[config.mk]
export PLATFORM = sky130hd
export DESIGN_NAME = countdown_seven_segment_scanner_unit_flat
export DESIGN_NICKNAME = d
export VERILOG_FILES = /design/src/rtl/cdss_pkg.sv /design/src/rtl/cdss_if.sv /design/src/rtl/cdss_cfg.sv /design/src/rtl/cdss_front.sv /design/src/rtl/cdss_digit.sv /design/src/rtl/countdown_seven_segment_scanner_unit.sv /design/src/flat_wrapper.sv
export SDC_FILE = /design/constraint.sdc
export NUM_CORES = 1
export LEC_CHECK = 0
export BUFFER_PORTS_ARGS = -buffer_cell sky130_fd_sc_hd__buf_2
export CAP_MARGIN = 10
export CELL_PAD_IN_SITES_DETAIL_PLACEMENT = 0
export CELL_PAD_IN_SITES_GLOBAL_PLACEMENT = 2
export CORE_MARGIN = 2
export CORE_UTILIZATION = 37
export CTS_BUF_LIST = sky130_fd_sc_hd__clkbuf_8 sky130_fd_sc_hd__clkbuf_16
export CTS_CLUSTER_DIAMETER = 30
export CTS_CLUSTER_SIZE = 30
export DETAILED_ROUTE_END_ITERATION = 7
export GPL_ROUTABILITY_DRIVEN = 0
export PLACE_DENSITY = 0.77
export SLEW_MARGIN = 20
export SYNTH_ARGS = -nofsm -noshare
export SYNTH_HDL_FRONTEND = slang
export SYNTH_SLANG_ARGS = --single-unit
[constraint.sdc]
create_clock -name clk -period 9.2 [get_ports clk]
set_input_delay 1.38 -clock clk [delete_from_list [all_inputs] [get_ports clk]]
set_output_delay 1.38 -clock clk [all_outputs]
set_load 0.02 [all_outputs]
[src/rtl/cdss_pkg.sv]
// cdss_pkg: shared types, constants and segment fonts for the countdown scanner
// no dependencies; imported by every module of the block

package cdss_pkg;

  localparam int unsigned WASH_W    = 14;
  localparam int unsigned FILL_W    = 12;
  localparam int unsigned RINSE_W   = 14;
  localparam int unsigned SPIN_W    = 14;
  localparam int unsigned TOTAL_W   = 16;
  localparam int unsigned ELAPSED_W = 16;
  localparam int unsigned SEG_W     = 8;
  localparam int unsigned DIGIT_W   = 2;
  localparam int unsigned ADDR_W    = 4;
  localparam int unsigned DATA_W    = 32;

  localparam logic [TOTAL_W-1:0] TOTAL_MAX = 16'hFFFF;

  // reciprocals for division of 16-bit values by constants
  localparam logic [16:0] RECIP_10  = 17'd52429;   // >> 19
  localparam logic [16:0] RECIP_60  = 17'd34953;   // >> 21
  localparam logic [16:0] RECIP_600 = 17'd111849;  // >> 26
  localparam logic [15:0] RECIP_6   = 16'd10923;   // >> 16, values below 2^13

  localparam logic [SEG_W-1:0] SEG_DP     = 8'h80;
  localparam logic [SEG_W-1:0] SEG_ZERO_N = 8'hC0;

  typedef enum logic [1:0] {
    REG_WASH  = 2'd0,
    REG_FILL  = 2'd1,
    REG_RINSE = 2'd2,
    REG_SPIN  = 2'd3
  } reg_index_t;

  typedef enum logic [1:0] {
    DIG_SEC_ONES = 2'd0,
    DIG_SEC_TENS = 2'd1,
    DIG_MIN_ONES = 2'd2,
    DIG_MIN_TENS = 2'd3
  } digit_t;

  typedef enum logic [1:0] {
    KIND_ZERO  = 2'd0,
    KIND_DONE  = 2'd1,
    KIND_COUNT = 2'd2
  } kind_t;

  typedef struct packed {
    kind_t                kind;
    digit_t               digit;
    logic [TOTAL_W-1:0]   value;
  } stage_t;

  function automatic logic [SEG_W-1:0] seg_font(input logic [3:0] val);
    logic [SEG_W-1:0] pat;
    case (val)
      4'd0:    pat = 8'h3F;
      4'd1:    pat = 8'h06;
      4'd2:    pat = 8'h5B;
      4'd3:    pat = 8'h4F;
      4'd4:    pat = 8'h66;
      4'd5:    pat = 8'h6D;
      4'd6:    pat = 8'h7D;
      4'd7:    pat = 8'h27;
      4'd8:    pat = 8'h7F;
      4'd9:    pat = 8'h67;
      default: pat = 8'h00;
    endcase
    return pat;
  endfunction

  // active-low "complete" pattern per digit
  function automatic logic [SEG_W-1:0] done_font_n(input digit_t d);
    logic [SEG_W-1:0] pat;
    case (d)
      DIG_SEC_ONES: pat = 8'hF0;
      DIG_SEC_TENS: pat = 8'hF6;
      DIG_MIN_ONES: pat = 8'hF6;
      DIG_MIN_TENS: pat = 8'hC6;
      default:      pat = 8'hFF;
    endcase
    return pat;
  endfunction

endpackage

[src/rtl/cdss_if.sv]
// cdss_item_if / cdss_result_if: valid-ready channels of the countdown scanner
// depends on cdss_pkg for field widths

interface cdss_item_if
  import cdss_pkg::*;
();
  logic                        valid;
  logic                        ready;
  logic                        active;
  logic                        running;
  logic signed [ELAPSED_W-1:0] elapsed_seconds;

  modport source (output valid, active, running, elapsed_seconds, input ready);
  modport sink   (input valid, active, running, elapsed_seconds, output ready);
endinterface

interface cdss_result_if
  import cdss_pkg::*;
();
  logic               valid;
  logic               ready;
  logic [DIGIT_W-1:0] digit_index;
  logic [SEG_W-1:0]   segments_n;

  modport source (output valid, digit_index, segments_n, input ready);
  modport sink   (input valid, digit_index, segments_n, output ready);
endinterface

[src/rtl/cdss_cfg.sv]
// cdss_cfg: apb register file for phase lengths and the registered program total
// depends on cdss_pkg

module cdss_cfg
  import cdss_pkg::*;
(
  input  logic                clk,
  input  logic                rst,
  input  logic                psel,
  input  logic                penable,
  input  logic                pwrite,
  input  logic [ADDR_W-1:0]   paddr,
  input  logic [DATA_W-1:0]   pwdata,
  output logic [DATA_W-1:0]   prdata,
  output logic                pready,
  output logic [TOTAL_W-1:0]  total
);

  logic [WASH_W-1:0]  wash_seconds;
  logic [FILL_W-1:0]  fill_seconds;
  logic [RINSE_W-1:0] rinse_seconds;
  logic [SPIN_W-1:0]  spin_seconds;
  logic [TOTAL_W-1:0] total_next;
  logic [TOTAL_W:0]   full_sum;
  logic               wr_en;
  reg_index_t         reg_sel;

  assign pready  = 1'b1;
  assign wr_en   = psel && penable && pwrite;
  assign reg_sel = reg_index_t'(paddr[3:2]);

  always_ff @(posedge clk) begin
    if (rst) begin
      wash_seconds  <= '0;
      fill_seconds  <= '0;
      rinse_seconds <= '0;
      spin_seconds  <= '0;
      total         <= '0;
    end else begin
      total <= total_next;
      if (wr_en) begin
        case (reg_sel)
          REG_WASH:  wash_seconds  <= pwdata[WASH_W-1:0];
          REG_FILL:  fill_seconds  <= pwdata[FILL_W-1:0];
          REG_RINSE: rinse_seconds <= pwdata[RINSE_W-1:0];
          REG_SPIN:  spin_seconds  <= pwdata[SPIN_W-1:0];
          default: ;
        endcase
      end
    end
  end

  always_comb begin
    full_sum = {3'b0, wash_seconds} + {3'b0, fill_seconds, 2'b00}
             + {3'b0, rinse_seconds} + {3'b0, spin_seconds};
    if (fill_seconds != '0 && rinse_seconds != '0) begin
      total_next = full_sum[TOTAL_W] ? TOTAL_MAX : full_sum[TOTAL_W-1:0];
    end else begin
      total_next = {2'b0, spin_seconds};
    end
  end

  always_comb begin
    case (reg_sel)
      REG_WASH:  prdata = {{(DATA_W-WASH_W){1'b0}}, wash_seconds};
      REG_FILL:  prdata = {{(DATA_W-FILL_W){1'b0}}, fill_seconds};
      REG_RINSE: prdata = {{(DATA_W-RINSE_W){1'b0}}, rinse_seconds};
      REG_SPIN:  prdata = {{(DATA_W-SPIN_W){1'b0}}, spin_seconds};
      default:   prdata = '0;
    endcase
  end

endmodule

[src/rtl/cdss_front.sv]
// cdss_front: input register, digit pointer and remaining-time subtract
// depends on cdss_pkg and cdss_if

module cdss_front
  import cdss_pkg::*;
(
  input  logic               clk,
  input  logic               rst,
  cdss_item_if.sink          item,
  input  logic [TOTAL_W-1:0] total,
  output logic               stage_valid,
  input  logic               stage_ready,
  output stage_t             stage
);

  logic [DIGIT_W-1:0] digit_pointer;
  logic               in_valid;
  logic               in_running;
  logic [14:0]        in_raw;
  digit_t             in_digit;
  logic               in_ready;
  logic               in_take;
  logic               shows;
  stage_t             stage_next;

  assign shows      = item.active && !(item.running && item.elapsed_seconds[ELAPSED_W-1]);
  assign in_ready   = !in_valid || !stage_valid || stage_ready;
  assign item.ready = in_ready;
  assign in_take    = item.valid && in_ready;

  always_ff @(posedge clk) begin
    if (rst) begin
      digit_pointer <= '0;
      in_valid      <= 1'b0;
      stage_valid   <= 1'b0;
    end else begin
      if (in_take && shows) begin
        digit_pointer <= digit_pointer + 2'd1;
      end
      if (!stage_valid || stage_ready) begin
        stage_valid <= in_valid;
      end
      if (in_ready) begin
        in_valid <= in_take && shows;
      end
    end
  end

  always_ff @(posedge clk) begin
    if (in_take) begin
      in_running <= item.running;
      in_raw     <= item.elapsed_seconds[14:0];
      in_digit   <= digit_t'(digit_pointer);
    end
    if (!stage_valid || stage_ready) begin
      stage <= stage_next;
    end
  end

  always_comb begin
    stage_next.digit = in_digit;
    stage_next.value = total - {1'b0, in_raw};
    if (!in_running) begin
      stage_next.kind = KIND_ZERO;
    end else if ({1'b0, in_raw} >= total) begin
      stage_next.kind = KIND_DONE;
    end else begin
      stage_next.kind = KIND_COUNT;
    end
  end

endmodule

[src/rtl/cdss_digit.sv]
// cdss_digit: digit extraction by reciprocal multiply, segment decode, result register
// depends on cdss_pkg and cdss_if

module cdss_digit
  import cdss_pkg::*;
(
  input  logic          clk,
  input  logic          rst,
  input  logic          stage_valid,
  output logic          stage_ready,
  input  stage_t        stage,
  cdss_result_if.source result
);

  logic               q_valid;
  stage_t             q_stage;
  logic               m_valid;
  stage_t             m_stage;
  logic [TOTAL_W-1:0] m_quot;
  logic               out_valid;

  logic               out_ready;
  logic               m_ready;
  logic               q_ready;

  logic [16:0]        scale_recip;
  logic [32:0]        scale_prod;
  logic [TOTAL_W-1:0] scale_q;
  logic [31:0]        mod_prod;
  logic [TOTAL_W-1:0] mod_quot;
  logic [TOTAL_W-1:0] mod_back;
  logic [TOTAL_W-1:0] rem;
  logic [SEG_W-1:0]   seg_next;
  logic [SEG_W-1:0]   seg;
  digit_t             out_digit;

  assign out_ready   = !out_valid || result.ready;
  assign m_ready     = !m_valid || out_ready;
  assign q_ready     = !q_valid || m_ready;
  assign stage_ready = q_ready;

  assign result.valid       = out_valid;
  assign result.digit_index = out_digit;
  assign result.segments_n  = seg;

  // scale by the digit's place: 1, 10, 60 or 600
  always_comb begin
    case (stage.digit)
      DIG_SEC_ONES: scale_recip = 17'd1;
      DIG_SEC_TENS: scale_recip = RECIP_10;
      DIG_MIN_ONES: scale_recip = RECIP_60;
      DIG_MIN_TENS: scale_recip = RECIP_600;
      default:      scale_recip = 17'd1;
    endcase
    scale_prod = {17'b0, stage.value} * {16'b0, scale_recip};
    case (stage.digit)
      DIG_SEC_ONES: scale_q = scale_prod[15:0];
      DIG_SEC_TENS: scale_q = {3'b0, scale_prod[31:19]};
      DIG_MIN_ONES: scale_q = {5'b0, scale_prod[31:21]};
      DIG_MIN_TENS: scale_q = {9'b0, scale_prod[32:26]};
      default:      scale_q = scale_prod[15:0];
    endcase
  end

  // quotient by 10 for ones digits, by 6 for tens digits
  always_comb begin
    if (q_stage.digit == DIG_SEC_ONES || q_stage.digit == DIG_MIN_ONES) begin
      mod_prod = {16'b0, q_stage.value} * {15'b0, RECIP_10};
      mod_quot = {3'b0, mod_prod[31:19]};
    end else begin
      mod_prod = {16'b0, q_stage.value} * {16'b0, RECIP_6};
      mod_quot = mod_prod[31:16];
    end
  end

  // remainder and segment decode
  always_comb begin
    if (m_stage.digit == DIG_SEC_ONES || m_stage.digit == DIG_MIN_ONES) begin
      mod_back = {m_quot[12:0], 3'b000} + {m_quot[14:0], 1'b0};
    end else begin
      mod_back = {m_quot[13:0], 2'b00} + {m_quot[14:0], 1'b0};
    end
    rem = m_stage.value - mod_back;
    case (m_stage.kind)
      KIND_ZERO:  seg_next = SEG_ZERO_N;
      KIND_DONE:  seg_next = done_font_n(m_stage.digit);
      KIND_COUNT: seg_next = ~(seg_font(rem[3:0])
                               | (m_stage.digit == DIG_MIN_ONES ? SEG_DP : 8'h00));
      default:    seg_next = SEG_ZERO_N;
    endcase
  end

  always_ff @(posedge clk) begin
    if (rst) begin
      q_valid   <= 1'b0;
      m_valid   <= 1'b0;
      out_valid <= 1'b0;
    end else begin
      if (q_ready) begin
        q_valid <= stage_valid;
      end
      if (m_ready) begin
        m_valid <= q_valid;
      end
      if (out_ready) begin
        out_valid <= m_valid;
      end
    end
  end

  always_ff @(posedge clk) begin
    if (q_ready) begin
      q_stage.kind  <= stage.kind;
      q_stage.digit <= stage.digit;
      q_stage.value <= scale_q;
    end
    if (m_ready) begin
      m_stage <= q_stage;
      m_quot  <= mod_quot;
    end
    if (out_ready) begin
      out_digit <= m_stage.digit;
      seg       <= seg_next;
    end
  end

endmodule

[src/rtl/countdown_seven_segment_scanner_unit.sv]
// countdown_seven_segment_scanner_unit: top level of the four-digit countdown scanner
// depends on cdss_pkg, cdss_if, cdss_cfg, cdss_front and cdss_digit
//
//   channel  | direction | handshake             | payload
//   ---------+-----------+-----------------------+----------------------------------
//   item     | in        | valid / ready         | active, running, elapsed_seconds
//   result   | out       | valid / ready         | digit_index, segments_n
//   apb      | in        | psel, penable, pready | paddr, pwdata, prdata
//
// one request per cycle sustained while the result channel is not stalled; a result passes
// through the input register, the subtract, place-scale multiply and modulo multiply
// stages and the segment result register
// synchronous active-high reset clears the digit pointer and all valid flags
// a stalled result holds the pipeline; requests still enter until every stage is full

module countdown_seven_segment_scanner_unit
  import cdss_pkg::*;
(
  input  logic              clk,
  input  logic              rst,
  cdss_item_if.sink         item,
  cdss_result_if.source     result,
  input  logic              psel,
  input  logic              penable,
  input  logic              pwrite,
  input  logic [ADDR_W-1:0] paddr,
  input  logic [DATA_W-1:0] pwdata,
  output logic [DATA_W-1:0] prdata,
  output logic              pready
);

  logic [TOTAL_W-1:0] total;
  logic               stage_valid;
  logic               stage_ready;
  stage_t             stage;

  cdss_cfg u_cfg (
    .clk     (clk),
    .rst     (rst),
    .psel    (psel),
    .penable (penable),
    .pwrite  (pwrite),
    .paddr   (paddr),
    .pwdata  (pwdata),
    .prdata  (prdata),
    .pready  (pready),
    .total   (total)
  );

  cdss_front u_front (
    .clk         (clk),
    .rst         (rst),
    .item        (item),
    .total       (total),
    .stage_valid (stage_valid),
    .stage_ready (stage_ready),
    .stage       (stage)
  );

  cdss_digit u_digit (
    .clk         (clk),
    .rst         (rst),
    .stage_valid (stage_valid),
    .stage_ready (stage_ready),
    .stage       (stage),
    .result      (result)
  );

endmodule

[src/flat_wrapper.sv]
// flat-port wrapper written by rule: the top's interface ports become plain ports
module countdown_seven_segment_scanner_unit_flat import cdss_pkg::*;
  (clk, rst, psel, penable, pwrite, paddr, pwdata, prdata, pready, item_valid, item_active, item_running, item_elapsed_seconds, item_ready, result_valid, result_digit_index, result_segments_n, result_ready);
  cdss_item_if item_i ();
  cdss_result_if result_i ();
  input  logic clk;
  input  logic rst;
  input  logic psel;
  input  logic penable;
  input  logic pwrite;
  input  logic [ADDR_W-1:0] paddr;
  input  logic [DATA_W-1:0] pwdata;
  output logic [DATA_W-1:0] prdata;
  output logic pready;
  input wire logic [$bits(item_i.valid)-1:0] item_valid;
  input wire logic [$bits(item_i.active)-1:0] item_active;
  input wire logic [$bits(item_i.running)-1:0] item_running;
  input wire logic [$bits(item_i.elapsed_seconds)-1:0] item_elapsed_seconds;
  output wire logic [$bits(item_i.ready)-1:0] item_ready;
  output wire logic [$bits(result_i.valid)-1:0] result_valid;
  output wire logic [$bits(result_i.digit_index)-1:0] result_digit_index;
  output wire logic [$bits(result_i.segments_n)-1:0] result_segments_n;
  input wire logic [$bits(result_i.ready)-1:0] result_ready;
  assign item_i.valid = item_valid;
  assign item_i.active = item_active;
  assign item_i.running = item_running;
  assign item_i.elapsed_seconds = item_elapsed_seconds;
  assign item_ready = item_i.ready;
  assign result_valid = result_i.valid;
  assign result_digit_index = result_i.digit_index;
  assign result_segments_n = result_i.segments_n;
  assign result_i.ready = result_ready;
  countdown_seven_segment_scanner_unit u_core (.clk(clk), .rst(rst), .item(item_i), .result(result_i), .psel(psel), .penable(penable), .pwrite(pwrite), .paddr(paddr), .pwdata(pwdata), .prdata(prdata), .pready(pready));
endmodule
# After elaboration in Yosys (flattened, before gate mapping)
# Memories as Yosys holds them, arrays and structs flattened.
# Cells that the tools add are included.
totals:
  regBits: 156
  romBits: 112
  input_bits: 61
  output_inout_bits: 45
  wordCells: 100
  mem_count: 1
memory_table:
  columns: ["memory", "depth", "word_bits", "read_ports", "rd_clocked_by_memory_dff", "write_ports", "line", "text"]
  rows:
  - ["(name not given)", 16, 7, 1, 0, 0, "cdss_pkg.sv:56", "case (val)"]
op_classes:
  add_sub_neg: 8
  n_mul: 3
  magnitude_cmp: 1
  n_eq_ne: 12
  muxes: 12
  n_bitwise: 3
  n_reduce_logical: 33
ops:
  columns: ["op", "count"]
  rows:
  - ["case mux 32 bit (4 select lines)", 1]
  - ["case mux 17 bit (4 select lines)", 1]
  - ["case mux 16 bit (4 select lines)", 1]
  - ["multiplier 16 x 17 -> 33 bit", 1]
  - ["case mux 8 bit (3 select lines)", 1]
  - ["multiplier 16 x 16 -> 22 bit, second input constant", 1]
  - ["multiplier 16 x 14 -> 19 bit, second input constant", 1]
  - ["adder 16 x 14 -> 17 bit", 1]
  - ["adder 15 x 14 -> 16 bit", 1]
  - ["equality test 2 bit, second input constant", 8]
  - ["greater-or-equal comparator 15 x 16 -> 1 bit", 1]
  - ["2-to-1 mux 16 bit", 1]
  - ["2-to-1 mux 8 bit", 2]
  - ["case mux 8 bit (2 select lines)", 1]
  - ["subtractor 16 x 15 -> 16 bit", 1]
  - ["adder 14 x 14 -> 15 bit", 1]
  - ["2-to-1 mux 14 bit", 1]
  - ["nonzero test 14 bit", 1]
  - ["nonzero test 12 bit", 1]
  - ["adder 4 bit", 2]
  - ["equality test 2 x 1 -> 1 bit, second input constant", 4]
  - ["logical NOT 2 bit", 4]
  - ["logical OR 1 bit", 8]
  - ["NOT 8 bit", 1]
  - ["other kinds (11)", 26]

# Longest topological paths before layout
# An unclocked memory read counts as a cell.
depth:
  word_depth: 9
  depth_mapped: 28
  depth_no_buf: 26

# Cells and area by module
# Synthesis repeated with hierarchy kept, for this count alone.
unflattened:
  cells_unflattened: 2138
  area_unflattened_um2: 21022.7
by_module_without_submodules:
  columns: ["module", "n_inst", "cells_per_inst", "area_per_inst_um2", "seq_area_each_um2"]
  rows:
  - ["cdss_digit", 1, 1454, 14482.6, 1291.2]
  - ["cdss_cfg", 1, 502, 4389.2, 1401.3]
  - ["cdss_front", 1, 182, 2150.8, 1221.2]

# Least setup slack after synthesis
# OpenSTA, ideal clock, no wires.
synth_path:
  kind: "reg2reg"
  start: "reg u_core.u_front.stage[17] (netlist name)"
  end: "reg u_core.u_digit.q_stage[6] in the netlist's numbering, data pin"
  setup_ns: 0.259
  arrival_time_ns: 6.609
  required_ns: 8.941
  setup_slack_ns: 2.332
  path_stages_with_launch: 25
  n_path_buf: 2
  synth_period_minus_slack_ns: 6.868
  path_cell_list: "edfxtp_1 > inv_1 > ha_1 > clkbuf_1 > or2_2 > clkbuf_1 > nand2_1 > fa_1 > inv_1 > fa_1 > fa_1 > fa_1 > fa_1 > inv_1 > fa_1 > inv_1 > ha_1 > and3_1 > and2_1 > a32oi_4 > nand3_2 > nor4_2 > nor4_1 > a221o_1 > a211o_1"
synth_between:
  elab_chain_len: 4
  elab_cells_between_ends: 7
  classes_between: "mul: 1; eq/ne: 3; mux: 2; reduce/logical: 1"
synth_rtl:
  columns: ["item", "line", "text"]
  rows:
  - ["equality test 2 bit, or another cell as far along", "cdss_digit.sv:48, cdss_digit.sv:56", null]
  - ["case mux 17 bit (4 select lines)", "cdss_digit.sv:48", "case (stage.digit)"]
  - ["multiplier 16 x 17 -> 33 bit", "cdss_digit.sv:55", "scale_prod = {17'b0, stage.value} * {16'b0, scale_recip};"]
  - ["case mux 16 bit (4 select lines) (*)", "cdss_digit.sv:56", "case (stage.digit)"]
  - ["via u_core.u_digit.scale_q[6]", "cdss_digit.sv:28", "logic [TOTAL_W-1:0] scale_q;"]
  - ["to (decl)", "cdss_digit.sv:16", "stage_t q_stage;"]
# The timed path passes the listed nets; every way through them passes the cells marked *. The select of a mux whose other input is x is not followed.
# A chain may end at the register's enable or synchronous reset.

# Worst setup path after layout
layout_path:
  start: "reg u_core.u_front.stage[16] (netlist name)"
  end: "reg u_core.u_digit.q_stage[6] in the netlist's numbering, data pin"
layout_between:
  elab_chain_len: 4
  elab_cells_between_ends: 7
  classes_between: "mul: 1; eq/ne: 3; mux: 2; reduce/logical: 1"
layout_rtl:
  columns: ["item", "line"]
  rows:
  - ["equality test 2 bit, or another cell as far along", "cdss_digit.sv:48, cdss_digit.sv:56"]
  - ["case mux 17 bit (4 select lines)", "cdss_digit.sv:48"]
  - ["multiplier 16 x 17 -> 33 bit", "cdss_digit.sv:55"]
  - ["case mux 16 bit (4 select lines) (*)", "cdss_digit.sv:56"]
  - ["via u_core.u_digit.scale_q[6]", "cdss_digit.sv:28"]
# Marks and branches as above.

==> results.yml <==
sta:
  period_needed_ns: 7.47
  drv_slew: 0
  worstMarginPinSlew_ns: 1.13
  max_freq_ghz: 0.134
  skew_ns: 0.00951
  finalHoldViolCount: 0
  setup_tns_ns: 0
  period_share_pct: 81.2
  final-setup-viol-count: 0
  relSlewSlack_pct: 24.6
  rsz0062_at_grt: "no"
min_path:
  hold_path_class: "reg -> reg"
worst_setup_path:
  cp_slowest_cell: "fa_1"
  critical_path.cell_chain: "ha_1 > or2_2 > and2_1 > fa_1 > fa_1 > fa_1 > fa_1 > fa_1 > inv_1 > fa_1 > inv_1 > ha_1 > and4_1 > and3_1 > inv_1 > o31ai_1 > o21ai_1 > xnor2_1 > a221o_1 > a211o_1"
  crit_type: "reg -> reg"
  crit_top_cell: "fa_1"
  max_stage_delay_ns: 0.56
  critPathLaunchType: "flip-flop"
  cp.required_ns: 9.38
  cp_top_family: "adder cells"
  cp-end-kind: "flip-flop"
  cp.arrival_ns: 7.65
  critPathBufInv: 3
  worstPathMaxFanout: 16
cells_and_area:
  nets: 2804
  antenna_cells: 0
  syn_to_final_growth_pct: 7.81
  drive_gt1_share_pct: 6.12
  fillers: 5549
detailed_routing:
  dr.pass1.iters: 5
  drc: 0
  ant_nets: 0
  viasPerCell: 4.84
  totalWireLength_um: 50700
  wl_per_cell_um: 17.5
  initialDrtViolationCount: 763
  vias: 13987
yosys:
  synth_edf_count: 79
  synth.most_common_cell: "inv_1"
  seq_area_frac_synth_pct: 19.0
  ys_warn_count: 0
  synth_area_per_cell_sq_um: 9.91
  synthCells: 2082
  synth_top_cell_by_area: "fa_1"
  synth_cell_types: 78
  synth.top_cells.by_area: "fa_1 (28%), ha_1 (20%), edfxtp_1 (11%)"
  synth_ff_type: "edfxtp_1"
  async_flop_share_pct: 0
  synth_common_cells: "inv_1 (479), ha_1 (327), fa_1 (287), nand2_1 (165), a21oi_1 (99)"
  ys_ff_latch: 156
  yosysTopAreaCellShare_pct: 27.9
  synthesis.area_sq_mm: 0.0206
clocking:
  htree_levels: 4
  clk_pin_slew_worst_paths_ns: 0.07
  cts_buffer_depth: 2
  clk-insertion-delay-late_ns: 0.43
  cts_resized: 0
  cts_tree: "built"
  numCtsBuffers: 17
  post_cts_buffers: 0
  clock_sinks: 156
  ctsHoldBuffers: 0
  clockRootBuffer: "clkbuf_16"
floorplanning:
  start_util_pct: 37.4
  die_area_sq_mm: 0.0577
  die_h_um: 240
  rows: 86
  die_width_um: 240
  io_pins: 106
  core_sq_mm: 0.0551
global_routing:
  grt_pass1_wl_um: 82200
  grt_overflow_total: 0
  first_global_vias: 14950
  grt_antenna_before_repair: 0
  grt_max_degree: 75
  grt_use_total_pct: 18.5
place:
  port_buffers: 66
  dp_hpwl_um: 42900
job:
  drv_cap: 0
outcome:
  status: "finished clean"
[layer usage]
metal  vias up  wire length, um  global-route usage (%)
li1       6756                -                       -
met1      6934            23900                    25.8
met2       255            24300                    31.0
met3        42             1780                    2.42
met4         0              724                    3.26
met5         -                0                       0
[cell usage in the layout (no fill, tap or decap), types with 4 or more instances in the layout]
master / instances
ha_1: 327
or3_1: 6
a21oi_1: 99
clkbuf_16: 17
nand2_1: 165
a31oi_1: 14
and3_1: 14
o21bai_1: 6
a221oi_1: 8
nand3b_1: 5
mux4_2: 12
nand3_1: 20
o21ai_0: 38
o2111ai_1: 4
conb_1: 19
mux2_2: 4
xnor2_1: 54
buf_4: 5
fa_1: 287
buf_2: 66
or2_2: 4
nor4_1: 8
nand2b_1: 7
mux2i_1: 20
o21a_1: 9
nor2_1: 76
nor2b_1: 16
a211o_1: 5
and2_1: 48
a22o_1: 7
edfxtp_1: 79
dfxtp_1: 77
a211oi_1: 12
inv_1: 481
nor3_1: 13
a21o_1: 17
xor2_1: 24
[per-stage QoR]
stage / area [sq um] / hold slack (ns) / util [%] / setup WS (ns) / instances
6_report: 22200 / 0.420 / 40.4 / 1.73 / 2890
2_1_floorplan: 20700 / 0.400 / - / 2.33 / 2099
5_1_grt: 22200 / 0.431 / 40.4 / 1.38 / 2890
3_5_place_dp: 21700 / 0.407 / 39.4 / 1.74 / 2858
3_3_place_gp: 21700 / 0.403 / 39.4 / 1.76 / 2858
4_1_cts: 22200 / 0.422 / 40.4 / 1.72 / 2890
[worst register-to-register path: cells and delay by family (launching register included)]
family	cells	cell delay, ns
xor+xnor	1	0.19
buf+inv	3	0.16
fa+ha+maj	8	3.86
compound gates	4	1.21
flops	1	0.49
simple gates	4	1.31
[worst paths after layout]
check	from	endpoint	slack (ns)	cells past startpoint
min	u_core.u_digit.q_stage[19]	u_core.u_digit.m_stage[19]	0.42	0
max	u_core.u_front.stage[16]	u_core.u_digit.q_stage[6]	1.73	20
min reg2reg	u_core.u_digit.q_stage[19]	u_core.u_digit.m_stage[19]	0.42	0
max reg2reg	u_core.u_front.stage[16]	u_core.u_digit.q_stage[6]	1.73	20
[flip-flops by register name, indices dropped and copies added (netlist names)]
name	flops
u_core.u_digit.result.segments_n	8
u_core.u_cfg.rinse_seconds	14
u_core.u_front.in_digit	2
u_core.u_cfg.wash_seconds	14
u_core.u_cfg.spin_seconds	14
u_core.u_cfg.fill_seconds	12
u_core.u_cfg.total	16
u_core.u_digit.m_quot	3
u_core.u_front.in_running	1
u_core.u_digit.m_valid	1
u_core.u_front.digit_pointer	2
u_core.u_front.stage_valid	1
u_core.u_digit.m_stage	8
u_core.u_digit.result.valid	1
u_core.u_digit.result.digit_index	2
u_core.u_front.in_valid	1
u_core.u_digit.q_valid	1
u_core.u_digit.q_stage	20
u_core.u_front.in_raw	15
u_core.u_front.stage	20
[kinds of logic after synthesis]
group	after synthesis	synth area share [%]
fa+ha+maj	614	47.7
buf+inv	539	10.2
simple gates	400	9.16
compound gates	257	8.11
flops	156	19.0
xor+xnor	78	3.31
mux	36	2.50
other cells	2	0.0364
[final cells by class]
class / count / area, sq um / share of cell area, %
Multi-Input combinational cell: 1404 / 14700 / 66.0
Sequential cell: 156 / 3910 / 17.6
Inverter: 479 / 1800 / 8.08
Tap cell: 748 / 936 / 4.21
Clock buffer: 17 / 425 / 1.91
Timing Repair Buffer: 71 / 368 / 1.65
Clock inverter: 15 / 125 / 0.563
Power is not shown: default switching activity piles up to over one toggle a cycle in this logic, so the estimate is an artifact.
